`src/design/tbg_pkg.sv`:
```
// ----------------------------------------------------------------------------
// tbg_pkg
// shared types, constants and the glyph ramp for the tile brightness block
// ----------------------------------------------------------------------------
`default_nettype none

package tbg_pkg;

  localparam int MAX_WIDTH        = 2048;
  localparam int MAX_TILE_COLUMNS = 256;
  localparam int MAX_TILE_SIDE    = 64;

  localparam int DIM_W   = $clog2(MAX_WIDTH);
  localparam int SIDE_W  = $clog2(MAX_TILE_SIDE);
  localparam int TSZ_W   = 7;
  localparam int SLOT_W  = $clog2(MAX_TILE_COLUMNS);
  localparam int CH_W    = 8;
  localparam int SUM_W   = 20;
  localparam int CNT_W   = 2 * SIDE_W + 1;
  localparam int DIV_W   = CNT_W + 5;
  localparam int LEVEL_W = 4;
  localparam int GLYPH_W = 7;

  localparam int LEVEL_DIVISOR = 25;
  localparam logic [LEVEL_W-1:0] LEVEL_MAX = LEVEL_W'(11);

  localparam int CFG_ADDR_W = 4;

  typedef enum logic [1:0] {
    REG_IMAGE_WIDTH  = 2'd0,
    REG_IMAGE_HEIGHT = 2'd1,
    REG_TILE_WIDTH   = 2'd2,
    REG_TILE_HEIGHT  = 2'd3
  } cfg_reg_t;

  typedef struct packed {
    logic [DIM_W-1:0] image_width;
    logic [DIM_W-1:0] image_height;
    logic [TSZ_W-1:0] tile_width;
    logic [TSZ_W-1:0] tile_height;
  } cfg_t;

  typedef struct packed {
    logic [SUM_W-1:0] best;
    logic [CNT_W-1:0] count;
    logic             line_end;
  } tile_job_t;

  function automatic logic [GLYPH_W-1:0] glyph_of(input logic [LEVEL_W-1:0] lvl);
    logic [GLYPH_W-1:0] g;
    case (lvl)
      4'd0:    g = 7'd32;  // space
      4'd1:    g = 7'd46;  // .
      4'd2:    g = 7'd94;  // ^
      4'd3:    g = 7'd42;  // *
      4'd4:    g = 7'd73;  // I
      4'd5:    g = 7'd55;  // 7
      4'd6:    g = 7'd79;  // O
      4'd7:    g = 7'd88;  // X
      4'd8:    g = 7'd72;  // H
      4'd9:    g = 7'd35;  // #
      4'd10:   g = 7'd78;  // N
      4'd11:   g = 7'd77;  // M
      default: g = 7'd77;
    endcase
    return g;
  endfunction

endpackage

`default_nettype wire

```
`src/design/tbg_fifo.sv`:
```
// ----------------------------------------------------------------------------
// tbg_fifo
// short queue of finished tiles between intake and level computation
// ----------------------------------------------------------------------------
`default_nettype none

module tbg_fifo import tbg_pkg::*; (
  input  wire logic      clk,
  input  wire logic      rst_n,
  input  wire logic      push,
  input  wire tile_job_t push_job,
  output logic           full,
  input  wire logic      pop,
  output tile_job_t      pop_job,
  output logic           empty
);

  localparam int DEPTH = 4;
  localparam int PTR_W = $clog2(DEPTH);

  tile_job_t           slots_r [DEPTH];
  logic [PTR_W-1:0]    wr_ptr_r, wr_ptr_nxt;
  logic [PTR_W-1:0]    rd_ptr_r, rd_ptr_nxt;
  logic [PTR_W:0]      fill_r, fill_nxt;

  assign full    = fill_r == (PTR_W+1)'(DEPTH);
  assign empty   = fill_r == '0;
  assign pop_job = slots_r[rd_ptr_r];

  always_comb begin
    wr_ptr_nxt = push ? wr_ptr_r + PTR_W'(1) : wr_ptr_r;
    rd_ptr_nxt = pop  ? rd_ptr_r + PTR_W'(1) : rd_ptr_r;
    fill_nxt   = fill_r + (PTR_W+1)'(push) - (PTR_W+1)'(pop);
  end

  always_ff @(posedge clk) begin
    if (!rst_n) begin
      wr_ptr_r <= '0;
      rd_ptr_r <= '0;
      fill_r   <= '0;
    end else begin
      wr_ptr_r <= wr_ptr_nxt;
      rd_ptr_r <= rd_ptr_nxt;
      fill_r   <= fill_nxt;
    end
  end

  always_ff @(posedge clk) begin
    if (push) begin
      slots_r[wr_ptr_r] <= push_job;
    end
  end

  a_no_overflow: assert property (@(posedge clk) disable iff (!rst_n)
    push |-> !full)
    else $error("queue overflow");

  a_no_underflow: assert property (@(posedge clk) disable iff (!rst_n)
    pop |-> !empty)
    else $error("queue underflow");

  a_fill_bounded: assert property (@(posedge clk) disable iff (!rst_n)
    fill_r <= (PTR_W+1)'(DEPTH))
    else $error("queue fill count out of range");

endmodule

`default_nettype wire

```
`config.mk`:
```
export PLATFORM = sky130hd
export DESIGN_NAME = tbg_fifo
export DESIGN_NICKNAME = d
export VERILOG_FILES = /design/src/design/tbg_pkg.sv /design/src/design/tbg_fifo.sv
export SDC_FILE = /design/constraint.sdc
export NUM_CORES = 1
export LEC_CHECK = 0
export BUFFER_PORTS_ARGS = -buffer_cell sky130_fd_sc_hd__buf_2
export CORE_MARGIN = 1
export CORE_UTILIZATION = 45
export DETAILED_ROUTE_END_ITERATION = 8
export GPL_ROUTABILITY_DRIVEN = 0
export PLACE_DENSITY = 0.66
export SYNTH_ARGS = -nofsm -noshare
export SYNTH_HDL_FRONTEND = slang
export SYNTH_SLANG_ARGS = --single-unit
export TNS_END_PERCENT = 5
```
`constraint.sdc`:
```
create_clock -name clk -period 4.6 [get_ports clk]
set_clock_uncertainty 0.2 [all_clocks]
set_input_delay 0.23 -clock clk [delete_from_list [all_inputs] [get_ports clk]]
set_output_delay 0.23 -clock clk [all_outputs]
set_load 0.02 [all_outputs]
```
Word level (Yosys, flattened, before mapping)
Memory sizes are Yosys's and may differ from the RTL's. A register that Yosys moved wholly into a read port is not among the register bits.
Index checks and enable logic that the tools add are counted.
{"block": "classes", "addsub": 4, "n_mux": 4, "n_reduce_logical": 1, "eq_ne": 1}
{"op": "2-bit by 1-bit adder with 2-bit output (second input constant)", "n": 2}
{"op": "2-bit 2-to-1 mux", "n": 2}
{"op": "3-bit by 1-bit adder with 3-bit output", "n": 1}
{"op": "3-bit == test (second input constant)", "n": 1}
{"op": "3-bit logical NOT", "n": 1}
{"op": "3-bit by 1-bit subtractor with 3-bit output", "n": 1}
{"op": "1-bit 2-to-1 mux", "n": 2}
{"block": "totals", "memories": 1, "ram_bits": 136, "register_bits": 7, "word_cells": 14, "in_bits": 38}
{"memory": "slots_r", "depth": 4, "word_bits": 34, "rd": 1, "rd_ports_with_merged_regs": 1, "wr": 1, "line_no": "tbg_fifo.sv:21", "rtl": "tile_job_t slots_r [DEPTH];"}

Logic depth before layout (Yosys ltp)
Gate-level depths: netlist of the first run.
{"block": "depth", "ltp_word": 3, "ltp_mapped": 7, "ltp_nobuf": 7}

Worst setup path after synthesis of the first run
OpenSTA, ideal clock, no wires.
{"block": "synth_timing", "path_type": "flip-flop to flip-flop", "from": "register wr_ptr_r[0]", "to": "memory slots_r[2][0] (netlist bit), enable pin", "setup_time_ps": 394, "slack_ps": 2629, "stages_incl_launch_ff": 4, "required_time_ps": 4006, "arrival_ps": 1376, "path_buffers": 0, "cell_sequence": "dfxtp_1 inv_1 ha_1 and2_1"}
{"element": "from (decl)", "line_no": "tbg_fifo.sv:22", "rtl": "logic [PTR_W-1:0] wr_ptr_r, wr_ptr_nxt;"}
{"element": "from (signal assigned)", "line_no": "tbg_fifo.sv:42", "rtl": "wr_ptr_r <= wr_ptr_nxt;"}
{"element": "to (decl)", "line_no": "tbg_fifo.sv:21"}
No word-level cell before the write port.

==> results.ini, run 1 <==
[clocking]
cts_setup_buffers = 0
hold_buffers = 37
tritoncts = built
htree_num_levels = 4
cts.sinks = 145
insertion_delay_ps = 400
numCtsBuffers = 17
cts_resized = 0
root_buffer = clkbuf_16
clockBufferDepth = 2
clkTransAtPathRegs_ps = 50

[worst_setup_path]
reg2reg_to = slots_r[2][1]
worstSetupPathType = reg2out
required_ps = 4170
r2r_setup_slack_ps = 2650
r2r-start = wr_ptr_r[0]
endpoint = pop_job[1]
crit_chain = buf_4, mux4_2, buf_2
cpMaxStageDelayCell = dfxtp_2
cp.arrival_ps = 2390
max_stage_delay_ps = 820
crit_path_start_kind = flip-flop
worst-r2r-cell-count = 3
crit_fanout = 21
end_kind = primary output

[finish]
diodes = 0
num-nets-final = 388
drive_above_1_share = 0.379
syn_to_final_growth_pct = 25.4
finalCoreUtilization = 0.585
stdcell_area_mm2 = 0.00677

[placement]
preCtsSetupSlack_ps = 2120
port_buffers = 73
dp_hpwl_um = 5180
placed_cell_area_mm2 = 0.00587

[floorplanning]
start_util = 0.467
die_h_um = 112
die_width_um = 112
ios = 74
rows = 39
core_mm2 = 0.0116
die_area_mm2 = 0.0124

[sta]
final-hold-violation-count = 0
rsz0062_at_grt = false
tns_ps = 0
clock.fmax_mhz = 355
relSlewSlack = 0.365
drv_slew = 0
finalCriticalPeriod_ps = 2820
min_period_over_period = 0.613
worst-slew-pin-transition_ps = 952
setup_viol = 0
fin_ws_ps = 1780

[run_status]
violations = DRC
outcome = complete, but fails checks

[global_route]
grt_first_pass_wirelength_um = 14600
grt_usage = 0.162
antenna_found_initial = 0
first_global_vias = 2739
grt_max_degree = 35
grt-ovfl-total = 0

[logic_synthesis]
synthCells = 221
synth_cell_types = 21
ys_warn_count = 0
synth.top_cell.area_share = 0.757
avgSynthCellArea_um2 = 24.4
seq_area_frac_synth = 0.790
synth-seq-cells = 145
netlist_area_mm2 = 0.00540
yosysTopAreaCell = edfxtp_1
synthTopCellsByArea = edfxtp_1, mux4_2, dfxtp_1
synth_nets = 266

[route]
dr.first_iter.drc_count = 124
final_antenna_net_count = 0
drc = 12
via_count = 2549
wl_per_cell_um = 18.2
totalWireLength_um = 9060
first_pass_iters = 6
avgViaCountPerCell = 5.13

[power]
p_per_area_mw_per_mm2 = 463
p_seq_frac = 0.497
p_comb_frac = 0.107
ir_drop_v = 0.000274
clkPwrFrac = 0.397
leakage_uw = 0.00238
switchingPower_uw = 677
p_int_uw = 2460
swShare = 0.216

[job]
maxCapViolCount = 0

[hold_path]
holdCritPathClass = reg2reg
holdPathStages = 2

==> layout by cell type (no fill, tap or decap) <==
master	synthesis	final
clkbuf_1	1	3
dfxtp_2	0	2
dfxtp_1	9	7
bufinv_16	0	2
dlygate4sd3_1	0	37
clkinv_1	0	4
a21oi_1	1	1
clkinv_2	0	4
inv_1	7	7
fa_1	1	1
nor3_1	1	1
and3_1	1	1
ha_1	6	6
xor3_1	1	1
mux4_2	30	30
clkbuf_16	0	17
edfxtp_1	136	136
and2_2	0	4
mux2i_1	1	1
a21bo_2	1	1
nor2_1	5	5
nand3b_1	1	1
mux4_1	4	4
buf_4	0	1
xnor2_1	2	2
buf_2	3	73
and2_1	6	2
==> Yosys cell counts (all sizes together) <==
master  number
a21bo        1
a21oi        1
and2         6
and3         1
buf          7
clkbuf       1
dfxtp        9
edfxtp     136
fa           1
ha           6
inv          7
mux2i        1
mux4        34
nand3b       1
nor2         5
nor3         1
xnor2        2
xor3         1
==> kinds of logic after synthesis <==
logic type	after synthesis	share of synthesized area
AOI/OAI and AO/OA	2	0.00278
xor gates and xnor gates	3	0.00765
adders and majority gates	7	0.0176
buffers and inverters	15	0.0216
DFF	145	0.790
muxes	35	0.147
and+or+nand+nor	14	0.0139
==> cell type report <==
type | instances | area (um2)
fillers | 846 | 4800
flip-flops and latches | 145 | 4270
multi-input cells | 61 | 1020
repair buffers | 111 | 743
clock buffers | 20 | 437
well taps | 143 | 179
clock inverters | 10 | 95.1
inverters | 7 | 26.3
==> metrics by stage <==
stage,total power [uW],std cells,hold slack [ps]
final,3130,497,350
after global routing,3250,497,376
after CTS,3170,497,350
after detailed placement,1900,430,250
after global placement,1890,430,241
after floorplan,1800,221,129
==> worst max-delay path, delay by kind of cell, from the launching register on <==
family                 cells  cell delay (ps)
multiplexers               1              550
flip-flops                 1              820
buffers and inverters      2              600
==> worst min path at each step <==
| stage | to | from | slack, ps |
|---|---|---|---|
| floorplan | slots_r[0][0] | push_job[0] | 130 |
| global placement | slots_r[0][4] | push_job[4] | 240 |
| detailed placement | slots_r[3][4] | push_job[4] | 250 |
| CTS | flip-flop | rd_ptr_r[1] | 350 |
| global route | slots_r[3][23] | push_job[23] | 380 |
| finish | flip-flop | rd_ptr_r[1] | 350 |
==> power groups by stage <==
| stage | sequential [uW] | combinational, uW | clock [uW] |
|---|---|---|---|
| after floorplan | 1560 | 237 | 0 |
| after global placement | 1580 | 310 | 0 |
| after detailed placement | 1590 | 317 | 0 |
| after CTS | 1560 | 342 | 1270 |
| after global routing | 1570 | 362 | 1320 |
| final | 1560 | 335 | 1240 |
==> registers in the layout (all words and copies together), names as in the netlist, named ones only <==
register and cells:
slots_r 136, fill_r 3, rd_ptr_r 2, wr_ptr_r 2
==> metal layers <==
layer	GRT usage	share of wire	up-vias
li1	-	-	1159
met1	0.204	0.44	1306
met2	0.259	0.50	67
met3	0.0490	0.042	17
met4	0.0811	0.019	0
met5	0	0	-
(Power assumes the default switching activity.)
==> inputs of run 2 (changes only) <==
- clock period: 4.6 -> 2.6 ns (I/O delays scaled with it)
==> run 2 against run 1 <==
Against the previous run:
- setup slack lost 1500 ps
- sequential power grew 76%
- critical endpoint is now pop_job[20]
- critical path depth is the same
- global-route usage grew 0.13 points
- first-iteration DRC count rose by 27%
- total power is 72% higher
- sequential share of layout area fell by 0.59 points
- worst hold slack got worse by 80 ps
- largest power group unchanged
- the flow still finishes with violations (DRC)
- cell count increased by 1.8%
==> results.ini, run 2 (same netlist as run 1, synthesis figures left out) <==
[run_status]
outcome = complete, but fails checks
violations = DRC

[finish]
drive_above_1_share = 0.391
largest_register_ffs = 136
stdcell_area_mm2 = 0.00683
largest_register = slots_r
nFillCells = 856
diodes = 0
syn_to_final_growth_pct = 26.6
num-nets-final = 396
finalCoreUtilization = 0.591
reg_top3 = slots_r x136, fill_r x3
layout_common_cells = edfxtp_1, buf_2, dlygate4sd3_1
mostFrequentLayoutCell = edfxtp_1

[route]
totalWireLength_um = 9220
dr.first_iter.drc_count = 157
final_antenna_net_count = 0
avgViaCountPerCell = 5.19
first_pass_iters = 7
via_count = 2628
wl_per_cell_um = 18.2
drc = 5

[hold_path]
holdCritPathClass = in2reg
holdPathStages = 2
min_from = push_job[16]
hold-path-endpoint = slots_r[3][16]

[worst_setup_path]
worst-r2r-cell-count = 7
crit_path_start_kind = flip-flop
crit_fanout = 26
cp.arrival_ps = 1960
cp.buffers_inverters = 2
cpLargestDelayFamily = flip-flops
crit_chain = buf_4, mux4_2, buf_2
r2r-start = fill_r[0]
required_ps = 2270
r2r_setup_slack_ps = 640
cpMaxStageDelayCell = dfxtp_2
reg2reg_to = fill_r[2]
worstSetupPathType = reg2out
end_kind = primary output
max_stage_delay_ps = 780

[sta]
tns_ps = 0
drv_slew = 0
relSlewSlack = 0.525
finalCriticalPeriod_ps = 2290
rsz0062_at_grt = false
fin_ws_ps = 312
clock.fmax_mhz = 437
setup_viol = 0
worst-slew-pin-transition_ps = 713
min_period_over_period = 0.880
final-hold-violation-count = 0

[clocking]
clockBufferDepth = 2
tritoncts = built
clkTransAtPathRegs_ps = 50
cts.sinks = 145
cts_resized = 0
cts_setup_buffers = 0
insertion_delay_ps = 410
htree_num_levels = 4
numCtsBuffers = 17
root_buffer = clkbuf_16

[power]
leakage_uw = 0.00241
ir_drop_v = 0.000459
p_per_area_mw_per_mm2 = 788

[global_route]
grt-ovfl-total = 0
antenna_found_initial = 0
grt_first_pass_wirelength_um = 14500
first_global_vias = 2707
grt_max_degree = 27
grt_usage = 0.164

[placement]
placed_cell_area_mm2 = 0.00598
dp_hpwl_um = 5480
preCtsSetupSlack_ps = 638
port_buffers = 73

[floorplanning]
ios = 74
start_util = 0.467
die_h_um = 112
die_area_mm2 = 0.0124
die_width_um = 112
rows = 39
core_mm2 = 0.0116

[job]
maxCapViolCount = 0

## run 2: report_power, final
part           internal [uW]  total, uW  switching [uW]
Combinational            306        640             334
Sequential              2680       2740            52.5
Clock                   1180       2010             825
Total                   4170       5380            1210
## run 2: worst max-delay path by stage
stage                startpoint             to  depth (start not counted)
finish                flip-flop    pop_job[20]                          3
global route          flip-flop     pop_job[6]                          3
floorplan           wr_ptr_r[0]  slots_r[2][0]                          3
detailed placement    fill_r[0]      fill_r[2]                          7
global placement      fill_r[0]      fill_r[2]                          7
CTS                   flip-flop    pop_job[20]                          3
## run 2: area by class of cell
type	count	area [um2]	share of cell area
tap	143	179	0.0262
sequential	145	4270	0.624
multi-input combinational	61	1020	0.150
timing repair buffer	119	853	0.125
inverter	7	26.3	0.00385
clock buffer	20	437	0.0639
clock inverter	11	48.8	0.00714
## run 2: layer usage
layer  routed length (um)  track usage  vias to the layer above
li1                     -            -                     1182
met1                 4020        0.199                     1357
met2                 4680        0.270                       80
met3                  426       0.0566                        9
met4                   92       0.0658                        0
met5                    0            0                        -
## run 2: stage by stage
step           power [uW]  hold slack, ps  instances
3_3_place_gp         3380             142        438
4_1_cts              5440             247        506
3_5_place_dp         3390             147        438
6_report             5380             270        506
2_1_floorplan        3180            28.9        221
5_1_grt              5590             268        506
## run 2: repair_timing
action / CTS / global route
endpoints found under the setup margin: 0 / 0
hold endpoints to repair: 145 / 0
hold buffers: 37 / 0
