## config.mk

```make
export PLATFORM = sky130hd
export DESIGN_NAME = tbg_back
export DESIGN_NICKNAME = d
export VERILOG_FILES = /design/src/design/tbg_pkg.sv /design/src/design/tbg_back.sv
export SDC_FILE = /design/constraint.sdc
export NUM_CORES = 1
export LEC_CHECK = 0
export ABC_AREA = 1
export BUFFER_PORTS_ARGS = -buffer_cell sky130_fd_sc_hd__buf_4
export CORE_ASPECT_RATIO = 1.5
export CORE_UTILIZATION = 56
export CTS_CLUSTER_SIZE = 8
export DETAILED_ROUTE_END_ITERATION = 6
export HOLD_SLACK_MARGIN = 0.12
export PLACE_DENSITY = 0.78
export SLEW_MARGIN = 20
export SYNTH_ARGS = -nofsm -noshare
export SYNTH_HDL_FRONTEND = slang
export SYNTH_SLANG_ARGS = --single-unit
```

## constraint.sdc

```tcl
create_clock -name clk -period 2.7 [get_ports clk]
set_input_delay 0.54 -clock clk [delete_from_list [all_inputs] [get_ports clk]]
set_output_delay 0.54 -clock clk [all_outputs]
set_load 0.01 [all_outputs]
```

## src/design/tbg_pkg.sv

```systemverilog
// ----------------------------------------------------------------------------
// tbg_pkg
// shared types, constants and the glyph ramp for the tile brightness block
// ----------------------------------------------------------------------------
`default_nettype none

package tbg_pkg;

  localparam int MAX_WIDTH        = 2048;
  localparam int MAX_TILE_COLUMNS = 256;
  localparam int MAX_TILE_SIDE    = 64;

  localparam int DIM_W   = $clog2(MAX_WIDTH);
  localparam int SIDE_W  = $clog2(MAX_TILE_SIDE);
  localparam int TSZ_W   = 7;
  localparam int SLOT_W  = $clog2(MAX_TILE_COLUMNS);
  localparam int CH_W    = 8;
  localparam int SUM_W   = 20;
  localparam int CNT_W   = 2 * SIDE_W + 1;
  localparam int DIV_W   = CNT_W + 5;
  localparam int LEVEL_W = 4;
  localparam int GLYPH_W = 7;

  localparam int LEVEL_DIVISOR = 25;
  localparam logic [LEVEL_W-1:0] LEVEL_MAX = LEVEL_W'(11);

  localparam int CFG_ADDR_W = 4;

  typedef enum logic [1:0] {
    REG_IMAGE_WIDTH  = 2'd0,
    REG_IMAGE_HEIGHT = 2'd1,
    REG_TILE_WIDTH   = 2'd2,
    REG_TILE_HEIGHT  = 2'd3
  } cfg_reg_t;

  typedef struct packed {
    logic [DIM_W-1:0] image_width;
    logic [DIM_W-1:0] image_height;
    logic [TSZ_W-1:0] tile_width;
    logic [TSZ_W-1:0] tile_height;
  } cfg_t;

  typedef struct packed {
    logic [SUM_W-1:0] best;
    logic [CNT_W-1:0] count;
    logic             line_end;
  } tile_job_t;

  function automatic logic [GLYPH_W-1:0] glyph_of(input logic [LEVEL_W-1:0] lvl);
    logic [GLYPH_W-1:0] g;
    case (lvl)
      4'd0:    g = 7'd32;  // space
      4'd1:    g = 7'd46;  // .
      4'd2:    g = 7'd94;  // ^
      4'd3:    g = 7'd42;  // *
      4'd4:    g = 7'd73;  // I
      4'd5:    g = 7'd55;  // 7
      4'd6:    g = 7'd79;  // O
      4'd7:    g = 7'd88;  // X
      4'd8:    g = 7'd72;  // H
      4'd9:    g = 7'd35;  // #
      4'd10:   g = 7'd78;  // N
      4'd11:   g = 7'd77;  // M
      default: g = 7'd77;
    endcase
    return g;
  endfunction

endpackage

`default_nettype wire

```

## src/design/tbg_back.sv

```systemverilog
// ----------------------------------------------------------------------------
// tbg_back
// level computation: sum over (count * 25), clamped, with output register
// ----------------------------------------------------------------------------
`default_nettype none

module tbg_back import tbg_pkg::*; (
  input  wire logic                clk,
  input  wire logic                rst_n,
  input  wire logic                job_empty,
  input  wire tile_job_t           job,
  output logic                     job_pop,
  output logic                     out_tvalid,
  input  wire logic                out_tready,
  output logic [LEVEL_W-1:0]       out_level,
  output logic [GLYPH_W-1:0]       out_glyph,
  output logic                     out_line_end
);

  localparam int CMP_W = SUM_W + 1;

  typedef enum logic [3:0] {
    S_IDLE = 4'b0001,
    S_MUL  = 4'b0010,
    S_DIV  = 4'b0100,
    S_EMIT = 4'b1000
  } back_state_t;

  back_state_t state_r, state_nxt;

  logic [SUM_W-1:0]   best_r;
  logic [CNT_W-1:0]   count_r;
  logic               line_end_r;
  logic [DIV_W-1:0]   div_r;
  logic [SUM_W-1:0]   rem_r, rem_nxt;
  logic [LEVEL_W-1:0] quo_r, quo_nxt;
  logic [1:0]         step_r;
  logic               sat_r, sat_nxt;

  logic               out_valid_r;
  logic [LEVEL_W-1:0] out_level_r;
  logic [GLYPH_W-1:0] out_glyph_r;
  logic               out_last_r;

  logic [CMP_W-1:0]   shifted;
  logic               fits;
  logic               load_out;
  logic [LEVEL_W-1:0] level;

  assign shifted = {{(CMP_W-DIV_W){1'b0}}, div_r} << step_r;
  assign fits    = {1'b0, rem_r} >= shifted;

  // quotient of sixteen or more cannot be held in four bits; clamp it
  always_comb begin
    rem_nxt = rem_r;
    quo_nxt = quo_r;
    sat_nxt = sat_r;
    if (step_r == 2'd3 && ({1'b0, rem_r} >= ({{(CMP_W-DIV_W){1'b0}}, div_r} << 4))) begin
      sat_nxt = 1'b1;
    end
    if (fits) begin
      rem_nxt = SUM_W'({1'b0, rem_r} - shifted);
      quo_nxt = quo_r | (LEVEL_W'(1) << step_r);
    end
  end

  assign job_pop  = (state_r == S_IDLE) && !job_empty;
  assign load_out = (state_r == S_EMIT) && (!out_valid_r || out_tready);
  assign level    = (sat_r || quo_r > LEVEL_MAX) ? LEVEL_MAX : quo_r;

  always_comb begin
    state_nxt = state_r;
    case (state_r)
      S_IDLE:  if (!job_empty) state_nxt = S_MUL;
      S_MUL:   state_nxt = S_DIV;
      S_DIV:   if (step_r == 2'd0) state_nxt = S_EMIT;
      S_EMIT:  if (load_out) state_nxt = S_IDLE;
      default: state_nxt = S_IDLE;
    endcase
  end

  always_ff @(posedge clk) begin
    if (!rst_n) begin
      state_r     <= S_IDLE;
      out_valid_r <= 1'b0;
    end else begin
      state_r <= state_nxt;
      if (load_out) begin
        out_valid_r <= 1'b1;
      end else if (out_tready) begin
        out_valid_r <= 1'b0;
      end
    end
  end

  always_ff @(posedge clk) begin
    case (state_r)
      S_IDLE: begin
        best_r     <= job.best;
        count_r    <= job.count;
        line_end_r <= job.line_end;
      end
      S_MUL: begin
        div_r  <= DIV_W'(count_r * DIV_W'(LEVEL_DIVISOR));
        rem_r  <= best_r;
        quo_r  <= '0;
        step_r <= 2'd3;
        sat_r  <= 1'b0;
      end
      S_DIV: begin
        rem_r  <= rem_nxt;
        quo_r  <= quo_nxt;
        sat_r  <= sat_nxt;
        step_r <= step_r - 2'd1;
      end
      default: begin
      end
    endcase
    if (load_out) begin
      out_level_r <= level;
      out_glyph_r <= glyph_of(level);
      out_last_r  <= line_end_r;
    end
  end

  assign out_tvalid   = out_valid_r;
  assign out_level    = out_level_r;
  assign out_glyph    = out_glyph_r;
  assign out_line_end = out_last_r;

  a_level_in_range: assert property (@(posedge clk) disable iff (!rst_n)
    out_valid_r |-> out_level_r <= LEVEL_MAX)
    else $error("level beyond ramp");

  a_glyph_matches: assert property (@(posedge clk) disable iff (!rst_n)
    out_valid_r |-> out_glyph_r == glyph_of(out_level_r))
    else $error("glyph does not match level");

  a_pop_starts_job: assert property (@(posedge clk) disable iff (!rst_n)
    job_pop |=> state_r == S_MUL)
    else $error("popped tile not taken into divider");

endmodule

`default_nettype wire

```

* Word level (Yosys, flattened, before mapping)
Memory sizes are Yosys's and may differ from the RTL's. A register that Yosys moved wholly into a read port is not among the register bits.
Index checks and enable logic that the tools add are counted.
** Word-level totals
- Flip-flop bits (word level) :: 89
- Memory bits (read-only) :: 112
- Memories kept :: 1
- Input port bits :: 38
- Output and inout bits :: 14
** Operators by class
- Shift operators :: 2
- Equality and inequality tests :: 10
- Mux-type cells :: 14
- Reduce and logical (&&, ||, !) cells :: 13
- Magnitude comparators :: 3
- Bitwise operators :: 1
- Add/subtract/negate cells :: 2
- $mul :: 1
** Memory list
- (no name shown) :: depth 16, width 7, rd ports 1, clocked after memory_dff 1, wr ports 0, RTL line tbg_pkg.sv:51 : case (lvl)
** Operators by type and width (number)
- 20-bit by 21-bit greater-or-equal comparator with 1-bit output :: 2
- 20-bit case mux with 2 select lines :: 1
- 18-bit by 2-bit << shifter with 21-bit output :: 1
- 20-bit 2-to-1 mux :: 1
- 4-bit 2-to-1 mux :: 5
- 20-bit subtractor :: 1
- 13-bit by 5-bit multiplier with 18-bit output, second input constant :: 1
- 4-bit case mux with 4 select lines :: 1
- 2-bit != test, second input constant :: 5
- 4-bit case mux with 2 select lines :: 1
- 4-bit by 1-bit == test with 1-bit output, second input constant :: 1
- 4-bit by 2-bit == test with 1-bit output, second input constant :: 1
- 4-bit by 3-bit == test with 1-bit output, second input constant :: 1
- 4-bit == test, second input constant :: 1
- 4-bit greater-than comparator, second input constant :: 1
- 4-bit OR :: 1
- 2-bit case mux with 2 select lines :: 1
- 2-bit AND reduction :: 2
- 2-bit nonzero test :: 2
- 1-bit by 2-bit << shifter with 4-bit output, first input constant :: 1
- 1-bit logical AND :: 3
- 1-bit 2-to-1 mux :: 3
- 3-bit AND reduction :: 1
- 2-bit == test, second input constant :: 1
- other kinds (5) :: 7

* Longest topological paths before layout
Gate-level depths: netlist of the first run.
- Depth after elaboration :: 5
- Gate-level depth with buffers :: 19

* Worst setup path before layout of the first run
No wires, ideal clock.
- Kind :: reg2reg
- From :: register step_r[0]
- To :: register quo_r[0], enable pin
- Buffers on the path :: 2
- Cell stages (with the launch flop) :: 16
- Data arrival time :: 2480 ps
- Library setup time :: 381 ps
- Setup slack :: -161 ps
- Required time :: 2319 ps
- Cell sequence :: edfxtp_1 > buf_2 > buf_2 > o21ai_0 > inv_1 > nand2_1 > o21ai_0 > ha_1 > nand2_1 > inv_2 > nand2_1 > nor3_2 > nand3_1 > nand4_1 > nand2_1 > nand2_1
** On the way
- Word-level cells in the longest chain between the ends :: 4
** RTL lines
- from (decl) :: RTL line tbg_back.sv:37 : logic [1:0] step_r;
- from (signal assigned) :: RTL line tbg_back.sv:114 : step_r <= step_r - 2'd1;
- 18-bit by 2-bit << shifter with 21-bit output :: RTL line tbg_back.sv:50 : assign shifted = {{(CMP_W-DIV_W){1'b0}}, div_r} << step_r;
- 20-bit by 21-bit greater-or-equal comparator with 1-bit output :: RTL line tbg_back.sv:51 : assign fits = {1'b0, rem_r} >= shifted;
- 2-bit != test (no line)
- 2-bit AND reduction (no line)
- to (signal assigned) :: RTL line tbg_back.sv:112 : quo_r <= quo_nxt;
- to (decl) :: RTL line tbg_back.sv:36 : logic [LEVEL_W-1:0] quo_r, quo_nxt;
Every way passes these cells.
A chain may end at the register's enable or synchronous reset.

* Final worst setup path of the first run
- From :: register count_r[6]
- To :: register div_r[14] (data pin)
** On the way
- Word-level cells in the longest chain between the ends :: 1
** RTL lines
- from (decl) :: RTL line tbg_back.sv:32 : logic [CNT_W-1:0] count_r;
- from (signal assigned) :: RTL line tbg_back.sv:100 : count_r <= job.count;
- 13-bit by 5-bit multiplier with 18-bit output :: RTL line tbg_back.sv:104 : div_r <= DIV_W'(count_r * DIV_W'(LEVEL_DIVISOR));
- to (signal assigned) :: RTL line tbg_back.sv:104
- to (decl) :: RTL line tbg_back.sv:34 : logic [DIV_W-1:0] div_r;
Every way passes these cells.

==> results of run 1 <==
==> logic make-up after synthesis <==
kind of cell / Yosys count
AND/OR/NAND/NOR: 358
AO/OA/AOI/OAI: 94
adder cells (fa/ha/maj): 99
multiplexers: 7
XOR/XNOR: 19
buffers and inverters: 135
flip-flops: 96
==> Yosys cell counts <==
master    count
a211oi_1      1
a21o_1        1
a21oi_1      33
a21oi_2       1
a31oi_1       1
and2_1        1
buf_2         9
buf_6         1
clkbuf_1      1
dfxtp_1       5
edfxtp_1     91
fa_1          9
ha_1         90
inv_1       118
inv_2         6
mux2i_1       7
nand2_1     211
nand2_2       5
nand3_1      41
nand3_2       5
nand3_4       1
nand3b_1      4
nand4_1       6
nor2_1       63
nor2_2        2
nor3_1        7
nor3_2        2
nor3_4        1
nor3b_1       1
nor4_1        1
o21a_1        3
o21ai_0      44
o21ai_1       7
o21bai_1      1
o22ai_1       2
or2_0         1
or2_1         1
or2_2         4
or2_4         1
xnor2_1      11
xor2_1        8
==> worst max-delay path by stage <==
stage                          endpoint                  from  depth (start not counted)  slack, ns
global placement    div_r[16]$_DFFE_PP_  count_r[3]$_DFFE_PP_                         11      -0.13
global route        div_r[14]$_DFFE_PP_  count_r[6]$_DFFE_PP_                         11      -0.32
finish              div_r[14]$_DFFE_PP_  count_r[6]$_DFFE_PP_                         11      -0.33
floorplan           div_r[16]$_DFFE_PP_  count_r[3]$_DFFE_PP_                         11     -0.009
detailed placement  div_r[17]$_DFFE_PP_  count_r[4]$_DFFE_PP_                         13      -0.20
CTS                 div_r[17]$_DFFE_PP_  count_r[4]$_DFFE_PP_                         14      -0.04
==> worst max-delay path: stages, from the launching register on <==
cell	delay (ns)
edfxtp_1	0.44
ha_1	0.34
ha_1	0.29
inv_1	0.05
fa_1	0.51
inv_2	0.06
ha_4	0.30
nand2_1	0.11
nor2_1	0.32
nand2_1	0.17
nand3_2	0.12
xor2_1	0.06
==> repair_timing <==
action                     4_1_cts  5_1_grt
pin swaps                       16       49
gates resized for setup         42      174
buffers inserted                 3       25
setup endpoints to repair       37       49
cloned                           0        8
==> state kept, by name, summed over array words and instances, names as in the netlist, 2 cells and up <==
signal and cells:
best_r 20, rem_r 20, div_r 18, count_r 13, out_glyph 7, out_level 4, quo_r 4, state_r 4
step_r 2
==> power by group <==
| part | internal, mW | switching, mW |
|---|---|---|
| sequential | 1.85 | 0.0626 |
| combinational | 1.37 | 1.74 |
| clock | 0.633 | 0.587 |
| total | 3.86 | 2.39 |
==> cell type report <==
class,count,area share
clock buffer,11,0.0248
clock inverter,5,0.00440
inverter,124,0.0499
multi-input combinational,577,0.468
sequential,96,0.302
tap,153,0.0204
timing repair buffer,138,0.130
==> stage by stage <==
| stage | power, mW | setup TNS (ns) | setup slack (ns) |
|---|---|---|---|
| detailed placement | 4.06 | -2.39 | -0.200 |
| finish | 6.24 | -6.33 | -0.332 |
| CTS | 5.61 | -0.324 | -0.0442 |
| global route | 6.49 | -10.84 | -0.324 |
| global placement | 3.98 | -1.34 | -0.128 |
| floorplan | 3.32 | -0.00911 | -0.00911 |
==> metal layers <==
layer  GRT usage  routed length [um]  up-vias
li1            -                   -     2941
met3      0.0286                1330      134
met5           0                   0        -
met1       0.283                7290     3052
met4       0.127                1480        0
met2       0.497               10900      397
==> flow_summary_export.csv, run 1 <==
group,metric,value,unit
global_routing,track_usage,0.263,
cts,cts_max_level,3,
synth,synthCells,808,
floorplanning,initial_core_util,0.578,
floorplanning,die_area,12900,um^2
hold_path,hp-class,"input port to flip-flop",
layout,seqCellArea,2830,um^2
global_routing,grt_max_degree,37,
drt,first_pass_iters,6,
cts,path_clk_slew,0.07,ns
drt,drt_wl_total,21000,um
layout,fin_util,0.780,
cts,cts_tree,"done",
drt,wl_per_cell,19.0,um
synth,seq_area_frac_synth,0.408,
sta,fmax,0.330,GHz
layout,final_cells,1104,
synth,synth.cell_area,6940,um^2
synth,synthMuxAreaShare,0.0101,
drt,via_per_inst,5.91,
sta,setup_viol,40,
critical_path,worst-setup-path-type,"flip-flop to flip-flop",
synth,synth_fa_ha_area_frac,0.188,
critical_path,arrival,3.12,ns
critical_path,r2r-start,"count_r[6]$_DFFE_PP_",
hold_path,holdPathEnd,"best_r[9]$_DFFE_PP_",
global_routing,grt_pass1_vias,5921,
drt,drc,0,
layout,layout-drive-gt1-share,0.339,
critical_path,r2r-end,"div_r[14]$_DFFE_PP_",
layout,multi_input_area,4390,um^2
cts,cts_hold_buf,0,
placement,gp_congestion,0.927,
sta,clock_skew,0.00773,ns
layout,final_area,9370,um^2
floorplanning,die_height,138,um
power,p_per_area,666,nW/um^2
synth,yosys_warnings,0,
synth,synth_largest_area_cell,"edfxtp_1",
floorplanning,ios,52,
drt,vias,6524,
sta,setup_ws,-0.332,ns
flow_run,drv_cap,0,
layout,final_common_cell,"nand2_1",
synth,synth_cell_types,41,
sta,whs,0.366,ns
critical_path,crit_path_start_kind,"flip-flop",
global_routing,grt_pass1_wl,26400,um
global_routing,overflow,0,
placement,io_buffers,51,
global_routing,antenna_found_initial,0,
layout,fillerInstances,689,
cts,clock_path_buffers,2,
cts,cts_buffers,9,
sta,slew-limit-headroom,0.692,
critical_path,rr_worst_depth,11,
drt,drtIter0Drc,666,
hold_path,worstHoldStart,"job[23]",
layout,area_delta_synth_final,35.0,%
outcome,violations,"negative setup slack",
layout,diodes,0,
power,leakagePower,4.38,nW
cts,cts_sinks,96,
cts,root_buffer,"clkbuf_16",
synth,syn_avg_cell_area,8.59,um^2
hold_path,holdPathStages,1,
layout,fin_nets,1083,
critical_path,cp_max_fo,4,
sta,final-max-slew-violation-count,0,
synth,synthSimpleGateAreaFrac,0.223,
layout,layout_common_cells,"167 x nand2_1, 118 x buf_4, 106 x inv_1",
outcome,outcome,"finished with violations",
critical_path,crit_required,2.79,ns
placement,place_area,7900,um^2
floorplanning,die_x,92.9,um
synth,synth-compound-area-share,0.0710,
power,ir_drop,0.000633,V
placement,dp.cells,1052,
synth,yosys-top-cells-area,"edfxtp_1 39%, ha_1 16%, nand2_1 11%, inv_1 6.4%, nor2_1 3.4%",
cts,clk_latency,0.35,ns
synth,synth_top_family_by_area,"simple AND/OR/NAND/NOR gates",
sta,finalWorstPathRequiredPeriod,3.03,ns
floorplanning,core,12000,um^2
synth,syn-num-nets,945,
placement,hpwlAfterDp,12300,um
sta,max_slew.worst_pin.slew,0.461,ns
critical_path,worstSetupEndpointType,"flip-flop",
sta,rsz0062_at_grt,"yes",
sta,hold_violations,0,
sta,finalCritPeriodShare,1.12,
drt,antenna_left,0,
synth,synth_top_cell_area_share,0.394,
synth,synth_xor_area_frac,0.0240,
critical_path,reg2reg_setup_slack,-0.33,ns
synth,synth_seq_cells,96,
floorplanning,rows,49,
(Power assumes the default switching activity.)
==> inputs of run 2 (changes only) <==
--- a/config.mk
+++ b/config.mk
@@ -8,11 +8,11 @@
 export ABC_AREA = 1
 export BUFFER_PORTS_ARGS = -buffer_cell sky130_fd_sc_hd__buf_4
 export CORE_ASPECT_RATIO = 1.5
-export CORE_UTILIZATION = 56
+export CORE_UTILIZATION = 55
 export CTS_CLUSTER_SIZE = 8
 export DETAILED_ROUTE_END_ITERATION = 6
 export HOLD_SLACK_MARGIN = 0.12
-export PLACE_DENSITY = 0.78
+export PLACE_DENSITY = 0.77
 export SLEW_MARGIN = 20
 export SYNTH_ARGS = -nofsm -noshare
 export SYNTH_HDL_FRONTEND = slang
==> run 2 against run 1 <==
Sequential cell count unchanged; wire length fell by 8.4%; the run still ends with negative setup slack left; cell count rose by 1.0%; first-iteration DRC count fell by 34%; utilization decreased by 2.0 points; clock power rose by 12%; critical path depth is 1 higher; largest cell class unchanged.
==> flow_summary_export.csv, run 2 (synthesized netlist as in run 1, its figures left out) <==
group,metric,value,unit
layout,final_common_cell,"nand2_1",
drt,via_per_inst,5.58,
sta,clock_skew,0.00869,ns
critical_path,r2r-end,"div_r[14]$_DFFE_PP_",
power,leakagePower,4.37,nW
cts,cts_max_level,3,
cts,cts_tree,"done",
floorplanning,rows,49,
floorplanning,die_height,140,um
power,p_int,4.07,mW
layout,fin_nets,1095,
cts,clock_path_buffers,2,
global_routing,overflow,0,
critical_path,crit_required,2.79,ns
global_routing,grt_pass1_wl,27900,um
sta,rsz0062_at_grt,"yes",
critical_path,crit_path_start_kind,"flip-flop",
placement,io_buffers,51,
hold_path,worstHoldStart,"job[26]",
power,power_frac_clock,0.213,
global_routing,grt_pass1_vias,6034,
power,total_power,6.41,mW
power,sw_frac_of_total,0.365,
drt,vias,6224,
placement,gp_congestion,0.945,
drt,drt_wl_total,19200,um
layout,largestRegisters,"best_r: 20 flops, rem_r: 20 flops, div_r: 18 flops",
sta,setup_ws,-0.265,ns
hold_path,hp-class,"input port to flip-flop",
drt,antenna_left,0,
power,p_comb_frac,0.488,
placement,dp.cells,1080,
critical_path,rr_worst_depth,12,
power,switchingPower,2.34,mW
critical_path,worstSetupEndpointType,"flip-flop",
placement,place_area,8110,um^2
sta,finalWorstPathRequiredPeriod,2.97,ns
sta,hold_violations,0,
global_routing,grt_max_degree,36,
sta,max_slew.worst_pin.slew,0.467,ns
layout,layout-drive-gt1-share,0.318,
cts,cts_sinks,96,
outcome,outcome,"finished with violations",
sta,timing.setup.tns,-3.23,ns
global_routing,antenna_found_initial,0,
drt,drtIter0Drc,438,
floorplanning,core,12100,um^2
critical_path,reg2reg_setup_slack,-0.27,ns
floorplanning,ios,52,
floorplanning,initial_core_util,0.572,
layout,layout_common_cells,"183 x nand2_1, 134 x buf_4, 107 x inv_1",
power,ir_drop,0.000803,V
global_routing,track_usage,0.277,
sta,finalCritPeriodShare,1.10,
critical_path,arrival,3.05,ns
layout,final_cells,1115,
hold_path,holdPathStages,1,
sta,fmax,0.337,GHz
cts,root_buffer,"clkbuf_16",
drt,first_pass_iters,5,
sta,setup_viol,33,
floorplanning,die_area,13100,um^2
sta,slew-limit-headroom,0.689,
cts,cts_hold_buf,0,
drt,wl_per_cell,17.2,um
critical_path,cp_max_fo,4,
drt,drc,0,
critical_path,worst-setup-path-type,"flip-flop to flip-flop",
cts,path_clk_slew,0.07,ns
floorplanning,die_x,93.7,um
power,pwr-share-seq,0.299,
placement,dpl_worst_slack,-0.209,ns
layout,fillerInstances,766,
hold_path,holdPathEnd,"best_r[12]$_DFFE_PP_",
placement,hpwlAfterDp,12600,um
layout,area_delta_synth_final,33.0,%
outcome,violations,"negative setup slack",
sta,final-max-slew-violation-count,0,
power,p_per_area,694,nW/um^2
critical_path,r2r-start,"count_r[3]$_DFFE_PP_",
cts,clk_latency,0.35,ns
layout,final_area,9230,um^2
flow_run,drv_cap,0,
layout,diodes,0,
cts,cts_buffers,9,
[run 2: cell count changes in the layout (fill, tap and decap cells not counted), moves of 3 or more]
cell and delta:
nor2_4 -3, nand3_2 -4, nand2_1 +16, o21ai_4 -9, o21ai_1 +9, nand3_1 +5
nand2_2 -14, nor2_1 -6, buf_4 +16, nor2_2 +9, ha_1 +4
[run 2: power groups by stage]
stage / logic [mW] / registers [mW] / clock network [mW]
after floorplan: 1.40 / 1.92 / 0
after global placement: 2.10 / 1.93 / 0
after detailed placement: 2.17 / 1.94 / 0
after CTS: 2.64 / 1.91 / 1.37
after global routing: 3.34 / 1.92 / 1.42
final: 3.13 / 1.91 / 1.37
[run 2: layout make-up]
type	count	area [um^2]	share of cell area
tap	153	191	0.0207
clock buffer	10	229	0.0248
sequential	96	2830	0.307
multi-input combinational	577	4160	0.451
clock inverter	5	81.3	0.00881
timing repair buffer	150	1270	0.137
inverter	124	468	0.0507
[run 2: what timing repair did]
action,in CTS,in global routing
pin swaps,32,45
gates resized for setup,46,122
setup endpoints to repair,31,50
buffers inserted,4,10
cloned,0,7
[run 2: how the worst max path moves through the flow]
stage	startpoint	to	slack [ns]	cells past startpoint
after floorplan	count_r[3]$_DFFE_PP_	div_r[16]$_DFFE_PP_	-0.009	11
after global placement	count_r[4]$_DFFE_PP_	div_r[17]$_DFFE_PP_	-0.12	13
after detailed placement	count_r[3]$_DFFE_PP_	div_r[17]$_DFFE_PP_	-0.21	13
after CTS	count_r[5]$_DFFE_PP_	div_r[17]$_DFFE_PP_	-0.04	14
after global routing	count_r[5]$_DFFE_PP_	div_r[14]$_DFFE_PP_	-0.31	11
final	count_r[3]$_DFFE_PP_	div_r[14]$_DFFE_PP_	-0.27	12
[run 2: worst max-delay path, cell delays in order, from the launching register on]
cell	delay, ns
edfxtp_1	0.44
ha_1	0.30
ha_1	0.28
inv_1	0.05
fa_1	0.51
inv_2	0.05
ha_4	0.31
buf_4	0.13
nand2_1	0.07
nor2_2	0.18
nand3_1	0.15
nand3_1	0.15
xor2_1	0.08
[run 2: per-layer routing]
metal  up-vias  GRT usage  part of all wire
li1       2969          -                 -
met1      2882      0.303              0.35
met2       270      0.522              0.54
met3       103     0.0317             0.044
met4         0      0.120             0.066
met5         -          0                 0
[run 2: through the flow]
| stage | hold slack, ns | utilization |
|---|---|---|
| after global routing | 0.351 | 0.761 |
| after global placement | 0.401 | 0.668 |
| final | 0.361 | 0.761 |
| after CTS | 0.353 | 0.712 |
| after detailed placement | 0.437 | 0.668 |
| after floorplan | 0.400 | - |
